**src/hdl/fscl_pkg.sv**
```systemverilog
// Package for the slave-serial configuration loader: phase, action and status codes,
// register indexes, reset values and the structs passed between the modules.
// Depends on nothing; every other file of the block uses it.
package fscl_pkg;

	// Width of the byte counter; it saturates at its largest value.
	localparam int COUNT_WIDTH = 24;
	localparam logic [COUNT_WIDTH-1:0] COUNT_MAX = {COUNT_WIDTH{1'b1}};

	localparam int CFG_DATA_WIDTH = 24;

	typedef enum logic [2:0] {
		PH_IDLE       = 3'd0,
		PH_RESET_WAIT = 3'd1,
		PH_RELEASE    = 3'd2,
		PH_INIT_WAIT  = 3'd3,
		PH_DELAY      = 3'd4,
		PH_SHIFT      = 3'd5,
		PH_TRAIL      = 3'd6
	} phase_t;

	typedef enum logic [1:0] {
		ACT_START = 2'd0,
		ACT_STEP  = 2'd1,
		ACT_BYTE  = 2'd2,
		ACT_NOP   = 2'd3
	} action_t;

	typedef enum logic [2:0] {
		ST_NONE          = 3'd0,
		ST_BUSY          = 3'd1,
		ST_SUCCESS       = 3'd2,
		ST_RESET_TIMEOUT = 3'd3,
		ST_INIT_TIMEOUT  = 3'd4,
		ST_ABORTED       = 3'd5,
		ST_OVERRUN       = 3'd6
	} status_t;

	typedef enum logic [1:0] {
		CFG_TIMEOUT_TICKS     = 2'd0,
		CFG_MAX_BYTES         = 2'd1,
		CFG_START_DELAY_TICKS = 2'd2,
		CFG_TRAILING_CLOCKS   = 2'd3
	} cfg_index_t;

	localparam logic [15:0] RST_TIMEOUT_TICKS     = 16'd1000;
	localparam logic [23:0] RST_MAX_BYTES         = 24'd212492;
	localparam logic [7:0]  RST_START_DELAY_TICKS = 8'd4;
	localparam logic [7:0]  RST_TRAILING_CLOCKS   = 8'd10;

	typedef struct packed {
		logic [15:0] timeout_ticks;
		logic [23:0] max_bytes;
		logic [7:0]  start_delay_ticks;
		logic [7:0]  trailing_clocks;
	} cfg_t;

	typedef struct packed {
		logic [1:0] action;
		logic [7:0] byte_value;
		logic       init_level;
		logic       done_level;
	} item_t;

	typedef struct packed {
		logic       prog_drive;
		logic       data_bit;
		logic       clock_pulse;
		logic       need_byte;
		logic [2:0] status;
	} result_t;

endpackage

```
**src/hdl/fscl_cfg.sv**
```systemverilog
// Configuration register file of the slave-serial loader.
// Depends on fscl_pkg for the register indexes, reset values and cfg_t.
module fscl_cfg (
	input  logic                                clk,
	input  logic                                arst_n,
	input  logic                                wr_en,
	input  logic [1:0]                          wr_index,
	input  logic [fscl_pkg::CFG_DATA_WIDTH-1:0] wr_data,
	output fscl_pkg::cfg_t                      cfg
);

	fscl_pkg::cfg_t cfg_q;

	always_ff @(posedge clk or negedge arst_n) begin
		if (!arst_n) begin
			cfg_q.timeout_ticks     <= fscl_pkg::RST_TIMEOUT_TICKS;
			cfg_q.max_bytes         <= fscl_pkg::RST_MAX_BYTES;
			cfg_q.start_delay_ticks <= fscl_pkg::RST_START_DELAY_TICKS;
			cfg_q.trailing_clocks   <= fscl_pkg::RST_TRAILING_CLOCKS;
		end else if (wr_en) begin
			case (fscl_pkg::cfg_index_t'(wr_index))
				fscl_pkg::CFG_TIMEOUT_TICKS:     cfg_q.timeout_ticks     <= wr_data[15:0];
				fscl_pkg::CFG_MAX_BYTES:         cfg_q.max_bytes         <= wr_data[23:0];
				fscl_pkg::CFG_START_DELAY_TICKS: cfg_q.start_delay_ticks <= wr_data[7:0];
				fscl_pkg::CFG_TRAILING_CLOCKS:   cfg_q.trailing_clocks   <= wr_data[7:0];
				default: ;
			endcase
		end
	end

	assign cfg = cfg_q;

endmodule

```
**src/hdl/fscl_seq.sv**
```systemverilog
// Sequencer state and next-state logic of the slave-serial loader: one item per enable.
// Depends on fscl_pkg for the phase, action and status codes and the item structs.
module fscl_seq (
	input  logic              clk,
	input  logic              arst_n,
	input  logic              step_en,
	input  fscl_pkg::cfg_t    cfg,
	input  fscl_pkg::item_t   item,
	output fscl_pkg::result_t result
);

	fscl_pkg::phase_t                ph_q, ph_d;
	fscl_pkg::status_t               ls_q, ls_d;
	logic [15:0]                     wc_q, wc_d;
	logic [7:0]                      sb_q, sb_d;
	logic [3:0]                      bi_q, bi_d;
	logic [fscl_pkg::COUNT_WIDTH-1:0] bc_q, bc_d;
	logic                            bl_q, bl_d;

	always_ff @(posedge clk or negedge arst_n) begin
		if (!arst_n) begin
			ph_q <= fscl_pkg::PH_IDLE;
			ls_q <= fscl_pkg::ST_NONE;
			wc_q <= '0;
			sb_q <= '0;
			bi_q <= '0;
			bc_q <= '0;
			bl_q <= 1'b0;
		end else if (step_en) begin
			ph_q <= ph_d;
			ls_q <= ls_d;
			wc_q <= wc_d;
			sb_q <= sb_d;
			bi_q <= bi_d;
			bc_q <= bc_d;
			bl_q <= bl_d;
		end
	end

	always_comb begin
		logic [15:0] wc_inc;
		logic [3:0]  bi_inc;
		logic        byte_end;
		logic        bit_o;
		logic        clk_o;

		ph_d     = ph_q;
		ls_d     = ls_q;
		wc_d     = wc_q;
		sb_d     = sb_q;
		bi_d     = bi_q;
		bc_d     = bc_q;
		bl_d     = bl_q;
		wc_inc   = wc_q + 16'd1;
		bi_inc   = bi_q + 4'd1;
		byte_end = 1'b0;
		bit_o    = 1'b0;
		clk_o    = 1'b0;

		case (fscl_pkg::action_t'(item.action))
			fscl_pkg::ACT_START: begin
				ph_d = fscl_pkg::PH_RESET_WAIT;
				wc_d = '0;
				sb_d = '0;
				bi_d = '0;
				bc_d = '0;
				bl_d = 1'b0;
			end
			fscl_pkg::ACT_BYTE: begin
				if (ph_q == fscl_pkg::PH_SHIFT && !bl_q) begin
					sb_d = item.byte_value;
					bi_d = '0;
					bl_d = 1'b1;
				end
			end
			fscl_pkg::ACT_STEP: begin
				case (ph_q)
					fscl_pkg::PH_RESET_WAIT: begin
						if (!item.init_level && !item.done_level) begin
							ph_d = fscl_pkg::PH_RELEASE;
						end else if (wc_q >= cfg.timeout_ticks) begin
							ph_d = fscl_pkg::PH_IDLE;
							ls_d = fscl_pkg::ST_RESET_TIMEOUT;
							bl_d = 1'b0;
						end else begin
							wc_d = wc_inc;
						end
					end
					fscl_pkg::PH_RELEASE: begin
						ph_d = fscl_pkg::PH_INIT_WAIT;
						wc_d = '0;
					end
					fscl_pkg::PH_INIT_WAIT: begin
						if (item.init_level) begin
							wc_d = '0;
							ph_d = (cfg.start_delay_ticks == 8'd0) ? fscl_pkg::PH_SHIFT
							                                      : fscl_pkg::PH_DELAY;
						end else if (wc_q >= cfg.timeout_ticks) begin
							ph_d = fscl_pkg::PH_IDLE;
							ls_d = fscl_pkg::ST_INIT_TIMEOUT;
							bl_d = 1'b0;
						end else begin
							wc_d = wc_inc;
						end
					end
					fscl_pkg::PH_DELAY: begin
						if (wc_inc >= {8'd0, cfg.start_delay_ticks}) begin
							wc_d = '0;
							ph_d = fscl_pkg::PH_SHIFT;
						end else begin
							wc_d = wc_inc;
						end
					end
					fscl_pkg::PH_SHIFT: begin
						if (bl_q) begin
							bit_o    = sb_q[7];
							clk_o    = 1'b1;
							sb_d     = {sb_q[6:0], 1'b0};
							bi_d     = bi_inc;
							byte_end = (bi_inc >= 4'd8) || item.done_level;
							if (byte_end) begin
								bl_d = 1'b0;
								bi_d = '0;
								if (bc_q != fscl_pkg::COUNT_MAX) begin
									bc_d = bc_q + 1'b1;
								end
							end
							if (item.done_level) begin
								wc_d = '0;
								if (cfg.trailing_clocks == 8'd0) begin
									ph_d = fscl_pkg::PH_IDLE;
									ls_d = fscl_pkg::ST_SUCCESS;
									bl_d = 1'b0;
								end else begin
									ph_d = fscl_pkg::PH_TRAIL;
								end
							end else if (!item.init_level) begin
								ph_d = fscl_pkg::PH_IDLE;
								ls_d = fscl_pkg::ST_ABORTED;
								bl_d = 1'b0;
							end else if (byte_end && ({{(33-fscl_pkg::COUNT_WIDTH){1'b0}}, bc_d}
							             > {9'd0, cfg.max_bytes})) begin
								ph_d = fscl_pkg::PH_IDLE;
								ls_d = fscl_pkg::ST_OVERRUN;
								bl_d = 1'b0;
							end
						end
					end
					fscl_pkg::PH_TRAIL: begin
						clk_o = 1'b1;
						wc_d  = wc_inc;
						if (wc_inc >= {8'd0, cfg.trailing_clocks}) begin
							ph_d = fscl_pkg::PH_IDLE;
							ls_d = fscl_pkg::ST_SUCCESS;
							bl_d = 1'b0;
						end
					end
					default: ;
				endcase
			end
			default: ;
		endcase

		result.prog_drive  = !(ph_d == fscl_pkg::PH_RESET_WAIT || ph_d == fscl_pkg::PH_RELEASE);
		result.data_bit    = bit_o;
		result.clock_pulse = clk_o;
		result.need_byte   = (ph_d == fscl_pkg::PH_SHIFT) && !bl_d;
		result.status      = (ph_d == fscl_pkg::PH_IDLE) ? ls_d : fscl_pkg::ST_BUSY;
	end

endmodule

```
**src/hdl/fpga_serial_config_loader_core.sv**
```systemverilog
// Top level of the slave-serial FPGA configuration loader: input register, sequencer,
// result register and configuration port. Depends on fscl_pkg, fscl_cfg and fscl_seq.
//
// The loader takes one item per clock cycle while in_stall is low, and returns exactly
// one result item for each, in order. An accepted item is held in an input register;
// the sequencer then works out the new phase and the line levels from it and its own
// state, and the result lands in the output register, from which it is offered. The
// sequencer state is updated once per step: an item may follow in every cycle, and
// the input stays open while a result waits in the output register, as long as the
// input register can move on. When the output is stalled and both registers are
// full, in_stall goes high until the result is taken. Configuration writes are
// always ready and take effect at once; write them only while no item is in flight.
// Status reads 1 while a sequence runs and holds the last end status (success,
// reset timeout, init timeout, aborted, overrun) once idle.
module fpga_serial_config_loader_core (
	input  logic                                clk,
	input  logic                                arst_n,
	// item input channel
	input  logic                                in_valid,
	output logic                                in_stall,
	input  logic [1:0]                          action,
	input  logic [7:0]                          byte_value,
	input  logic                                init_level,
	input  logic                                done_level,
	// result output channel
	output logic                                out_valid,
	input  logic                                out_stall,
	output logic                                prog_drive,
	output logic                                data_bit,
	output logic                                clock_pulse,
	output logic                                need_byte,
	output logic [2:0]                          status,
	// configuration write channel
	input  logic                                cfg_valid,
	output logic                                cfg_ready,
	input  logic [1:0]                          cfg_index,
	input  logic [fscl_pkg::CFG_DATA_WIDTH-1:0] cfg_data
);

	fscl_pkg::cfg_t    cfg;
	fscl_pkg::item_t   item_s1;
	fscl_pkg::result_t seq_result;
	fscl_pkg::result_t res_s2;
	logic              valid_s1;
	logic              valid_s2;
	logic              advance;
	logic              step_en;
	logic              in_accept;

	// The result register can take a new result when it is empty or being emptied.
	assign advance   = !valid_s2 || !out_stall;
	assign step_en   = valid_s1 && advance;
	assign in_stall  = valid_s1 && !advance;
	assign in_accept = in_valid && !in_stall;
	assign cfg_ready = 1'b1;

	fscl_cfg u_cfg (
		.clk      (clk),
		.arst_n   (arst_n),
		.wr_en    (cfg_valid && cfg_ready),
		.wr_index (cfg_index),
		.wr_data  (cfg_data),
		.cfg      (cfg)
	);

	// Input register: holds one item until the sequencer consumes it.
	always_ff @(posedge clk or negedge arst_n) begin
		if (!arst_n) begin
			valid_s1 <= 1'b0;
		end else if (in_accept) begin
			valid_s1 <= 1'b1;
		end else if (step_en) begin
			valid_s1 <= 1'b0;
		end
	end

	always_ff @(posedge clk) begin
		if (in_accept) begin
			item_s1.action     <= action;
			item_s1.byte_value <= byte_value;
			item_s1.init_level <= init_level;
			item_s1.done_level <= done_level;
		end
	end

	// The sequencer state moves on exactly when the item in the input register does.
	fscl_seq u_seq (
		.clk    (clk),
		.arst_n (arst_n),
		.step_en(step_en),
		.cfg    (cfg),
		.item   (item_s1),
		.result (seq_result)
	);

	// Result register: keeps a finished result steady while the output is stalled.
	always_ff @(posedge clk or negedge arst_n) begin
		if (!arst_n) begin
			valid_s2 <= 1'b0;
		end else if (advance) begin
			valid_s2 <= valid_s1;
		end
	end

	always_ff @(posedge clk) begin
		if (step_en) begin
			res_s2 <= seq_result;
		end
	end

	assign out_valid   = valid_s2;
	assign prog_drive  = res_s2.prog_drive;
	assign data_bit    = res_s2.data_bit;
	assign clock_pulse = res_s2.clock_pulse;
	assign need_byte   = res_s2.need_byte;
	assign status      = res_s2.status;

endmodule

```
**config.mk**
```make
export PLATFORM = sky130hd
export DESIGN_NAME = fpga_serial_config_loader_core
export DESIGN_NICKNAME = d
export VERILOG_FILES = /design/src/hdl/fscl_pkg.sv /design/src/hdl/fscl_cfg.sv /design/src/hdl/fscl_seq.sv /design/src/hdl/fpga_serial_config_loader_core.sv
export SDC_FILE = /design/constraint.sdc
export NUM_CORES = 1
export LEC_CHECK = 0
export ABC_AREA = 1
export BUFFER_PORTS_ARGS = -buffer_cell sky130_fd_sc_hd__buf_4
export CAP_MARGIN = 10
export CELL_PAD_IN_SITES_DETAIL_PLACEMENT = 1
export CELL_PAD_IN_SITES_GLOBAL_PLACEMENT = 2
export CORE_ASPECT_RATIO = 2
export CORE_MARGIN = 1.5
export CORE_UTILIZATION = 37
export CTS_BUF_LIST = sky130_fd_sc_hd__clkbuf_4 sky130_fd_sc_hd__clkbuf_8
export DETAILED_ROUTE_END_ITERATION = 8
export GPL_TIMING_DRIVEN = 0
export PLACE_DENSITY_LB_ADDON = 0.1
export SETUP_SLACK_MARGIN = 0.5
export SYNTH_ARGS = -nofsm -noshare
export SYNTH_HDL_FRONTEND = slang
export SYNTH_SLANG_ARGS = --single-unit
```
**constraint.sdc**
```tcl
create_clock -name clk -period 4.5 [get_ports clk]
set_input_delay 0.225 -clock clk [delete_from_list [all_inputs] [get_ports clk]]
set_output_delay 0.225 -clock clk [all_outputs]
set_load 0.02 [all_outputs]
```
==> summary.txt <==
===========================================================================================
Die Width                                                                            111 um
Total power density per cell area                                                383 mW/mm2
Number of design-rule violations left by the first detailed-router iteration            282
Yosys cell types                                                                         49
First-pass GRT wire length                                                          44.4 mm
Antenna viol nets, final                                                                  0
Area occupied by registers                                                      0.00352 mm2
All-Layer GR Usage                                                                    0.242
Crit. Startpoint                                                               u_seq.bc_q[1]$_DFFE_PN0P_
Peak fanout along the critical path                                                       6
R2r endpoint                                                                   prog_drive$_DFFE_PP_
Outcome                                                                        complete, no violations
Syn nets                                                                               1241
Number of core rows                                                                      78
Final hold violations                                                                     0
Number of global-route vias before repair                                              8503
Final setup violating endpoints                                                           0
Yosys synthesis warning count                                                             0
Worst slew slack as a fraction of its limit                                           0.566
TritonCTS clock tree                                                                  built
Register-to-Register Path Depth                                                          33
Fill cells                                                                             2851
Most frequent cells in the layout                                              245 x sky130_fd_sc_hd__nand2_1, 196 x sky130_fd_sc_hd__inv_1, 113 x sky130_fd_sc_hd__o21ai_0, 98 x sky130_fd_sc_hd__dfrtp_1, 75 x sky130_fd_sc_hd__buf_4
Antenna diodes                                                                            0
Vias per std cell                                                                      5.10
Sort of element at the start of the critical path                                 flip-flop
Worst endpoint required time                                                        4.75 ns
Async set-reset flop share out of synthesis                                           0.860
Max frequency                                                                       256 MHz
DRT Wirelength                                                                      28.0 mm
Input/output buffers                                                                     51
Clock insertion delay at the later pin of the skew report                           0.50 ns
Initial core utilization                                                              0.378
Number of nets in the final layout                                                     1360
Primary flip-flop cell chosen by synthesis mapping                             sky130_fd_sc_hd__dfrtp_1
Number of sinks on the clock net                                                        136
Largest net degree at the start of global routing                                        73
Total gr overflow                                                                         0
Share of layout cells above drive strength 1                                          0.185
Mean routed wirelength per cell                                                     18.1 um
Setup Skew                                                                        0.0129 ns
Vias                                                                                   7896
Cell Area, Placed                                                               0.00940 mm2
Start of the worst register-to-register path                                   u_seq.bc_q[1]$_DFFE_PN0P_
Iteration count of the initial detailed-routing pass                                      4
Critical-path top delay cell                                                   sky130_fd_sc_hd__dfrtp_1
Post-route DRC                                                                            0
Type of the setup path with the least slack                                    flip-flop to flip-flop
Synthesized netlist cell count                                                         1135
Worst endpoint data arrival time                                                    4.16 ns
Layout-stage area growth over the synthesis result                                    22.5%
Floorplan core area                                                              0.0228 mm2
Setup TNS Final                                                                        0 ns
Path category of the worst min-delay check                                     input pin to flip-flop
Combined area of the multi-input logic cells                                    0.00459 mm2
H-tree depth                                                                              4
Maximum cell stage delay along the critical path                                    0.36 ns
Worst Max-Slew Pin Slew                                                            0.648 ns
Number of buffers created by CTS                                                         17
Total of max-cap violations                                                               0
Period Utilization, post-route                                                        0.867
Endpoint of the worst setup timing path                                        prog_drive$_DFFE_PP_
Pins Over Slew Limit                                                                      0
Final weighted congestion of routability-driven global placement                      0.833
Antenna violations before repair                                                          0
Buffer type at the clock tree root                                             sky130_fd_sc_hd__clkbuf_8
Setup repair after global routing missed its margin                                    true
Count of flip-flops with a built-in enable after synthesis                               19
Leak Pwr                                                                            5.30 nW
Sequential fraction of the synthesis area                                             0.408
Slack of the worst reg-to-reg path                                                  0.60 ns
Most repeated library cell on the critical path                                sky130_fd_sc_hd__nand2_1
Flop and latch count out of synthesis                                                   136
Detailed placement HPWL                                                             22.1 mm
Die Area                                                                         0.0243 mm2
Clock slew at the register clock pins of the worst setup and hold paths             0.09 ns
Number of top-level pins                                                                 53
Most frequent standard cell in the layout excluding fill and tap cells         sky130_fd_sc_hd__nand2_1
DIE HEIGHT                                                                           219 um
Min Clock Period, post-route                                                        3.90 ns
Critical path endpoint category                                                   flip-flop
Area of the mapped netlist                                                      0.00863 mm2
Hold Crit Depth                                                                           3
Finished layout cell area                                                        0.0106 mm2
Number of buffers on the longest clock path                                               2
Worst ir drop on vdd                                                             0.000253 V
Synthesized area per cell                                                          7.61 um2
===========================================================================================
## per-stage QoR
stage / hold slack, ns / power, mW / setup slack, ns / utilization / cells
4_1_cts: 0.000286 / 4.07 / 0.502 / 0.452 / 1538
5_1_grt: 0.0195 / 4.34 / 0.359 / 0.463 / 1547
3_3_place_gp: 0.403 / 2.90 / -0.230 / 0.410 / 1466
6_report: 0.0233 / 4.05 / 0.597 / 0.463 / 1547
2_1_floorplan: -0.0706 / 2.46 / 1.03 / - / 1135
3_5_place_dp: 0.199 / 2.93 / -0.323 / 0.412 / 1467
## power breakdown
group / switching [mW] / internal (mW) / leakage, nW / total (mW)
clock: 0.558 / 0.519 / 0.202 / 1.08
combinational: 0.918 / 0.481 / 3.43 / 1.40
sequential: 0.142 / 1.43 / 1.67 / 1.58
total: 1.62 / 2.43 / 5.30 / 4.05
## flip-flops by register name (all words and copies together) (netlist names), 3 cells and up
signal,flops
u_cfg.cfg,56
u_seq.bc_q,24
u_seq.wc_q,16
item_s1,12
u_seq.sb_q,8
u_seq.bi_q,4
status,3
u_seq.ls_q,3
u_seq.ph_q,3
## repair_timing
action,4_1_cts,5_1_grt
hold buffers,25,0
endpoints found under the hold margin,63,0
pin swaps,17,25
buffers inserted,14,9
endpoints found under the setup margin,11,11
gates resized for setup,40,41
## Yosys cell counts (7+ instances only)
cell type	n	area, um2
sky130_fd_sc_hd__a21oi_1	51	255
sky130_fd_sc_hd__clkbuf_1	15	56.3
sky130_fd_sc_hd__dfrtp_1	99	2480
sky130_fd_sc_hd__dfstp_2	18	473
sky130_fd_sc_hd__edfxtp_1	19	571
sky130_fd_sc_hd__ha_1	63	788
sky130_fd_sc_hd__inv_1	200	751
sky130_fd_sc_hd__inv_2	10	37.5
sky130_fd_sc_hd__nand2_1	261	980
sky130_fd_sc_hd__nand2_2	10	62.6
sky130_fd_sc_hd__nand3_1	36	180
sky130_fd_sc_hd__nand4_1	19	119
sky130_fd_sc_hd__nor2_1	80	300
sky130_fd_sc_hd__nor2_2	9	56.3
sky130_fd_sc_hd__nor3_1	13	65.1
sky130_fd_sc_hd__nor4_1	7	43.8
sky130_fd_sc_hd__o21ai_0	116	581
sky130_fd_sc_hd__o21ai_1	8	40.0
sky130_fd_sc_hd__o22ai_1	29	181
sky130_fd_sc_hd__xor2_1	26	228
## area by class of cell
class / instances / area share
flip-flops and latches: 136 / 0.333
well taps: 280 / 0.0331
clock buffers: 19 / 0.0241
multi-input cells: 769 / 0.434
plain buffers: 19 / 0.00757
inverters: 211 / 0.0754
clock inverters: 13 / 0.0138
repair buffers: 100 / 0.0791
## cells by family (layout without fill, tap and decap cells)
family                     Yosys count  count (layout)  synth area share
and+or+nand+nor                    453             453             0.230
buffers and inverters              230             362             0.101
AOI/OAI and AO/OA                  225             225             0.142
DFF                                136             136             0.408
adders and majority gates           63              63            0.0913
xor gates and xnor gates            27              27            0.0274
other                                1               1          0.000434
## metal layers
layer  GRT usage  wire length [um]  vias to the layer above
met5           0                 0                        -
met4       0.138              1420                        0
met3      0.0312               411                       56
met2       0.514             17000                      108
met1       0.208              9160                     3835
li1            -                 -                     3897
## critical path: cells and delay by family (launching register included)
family                     cells  cell delay, ns
and+or+nand+nor               23            2.03
buffers and inverters          6            0.49
adders and majority gates      2            0.49
DFF                            1            0.36
xor gates and xnor gates       1            0.18
AOI/OAI and AO/OA              1            0.09
## how the worst min path moves through the flow
stage | start | to
2_1_floorplan | arst_n | out_valid$_DFFE_PN0P_
3_3_place_gp | byte_value[2] | item_s1[4]$_DFFE_PP_
3_5_place_dp | arst_n | u_seq.bc_q[7]$_DFFE_PN0P_
4_1_cts | out_stall | out_valid$_DFFE_PN0P_
5_1_grt | cfg_data[12] | u_cfg.cfg[28]$_DFFE_PN1P_
6_report | cfg_data[12] | u_cfg.cfg[28]$_DFFE_PN1P_
(Power assumes the default switching activity.)
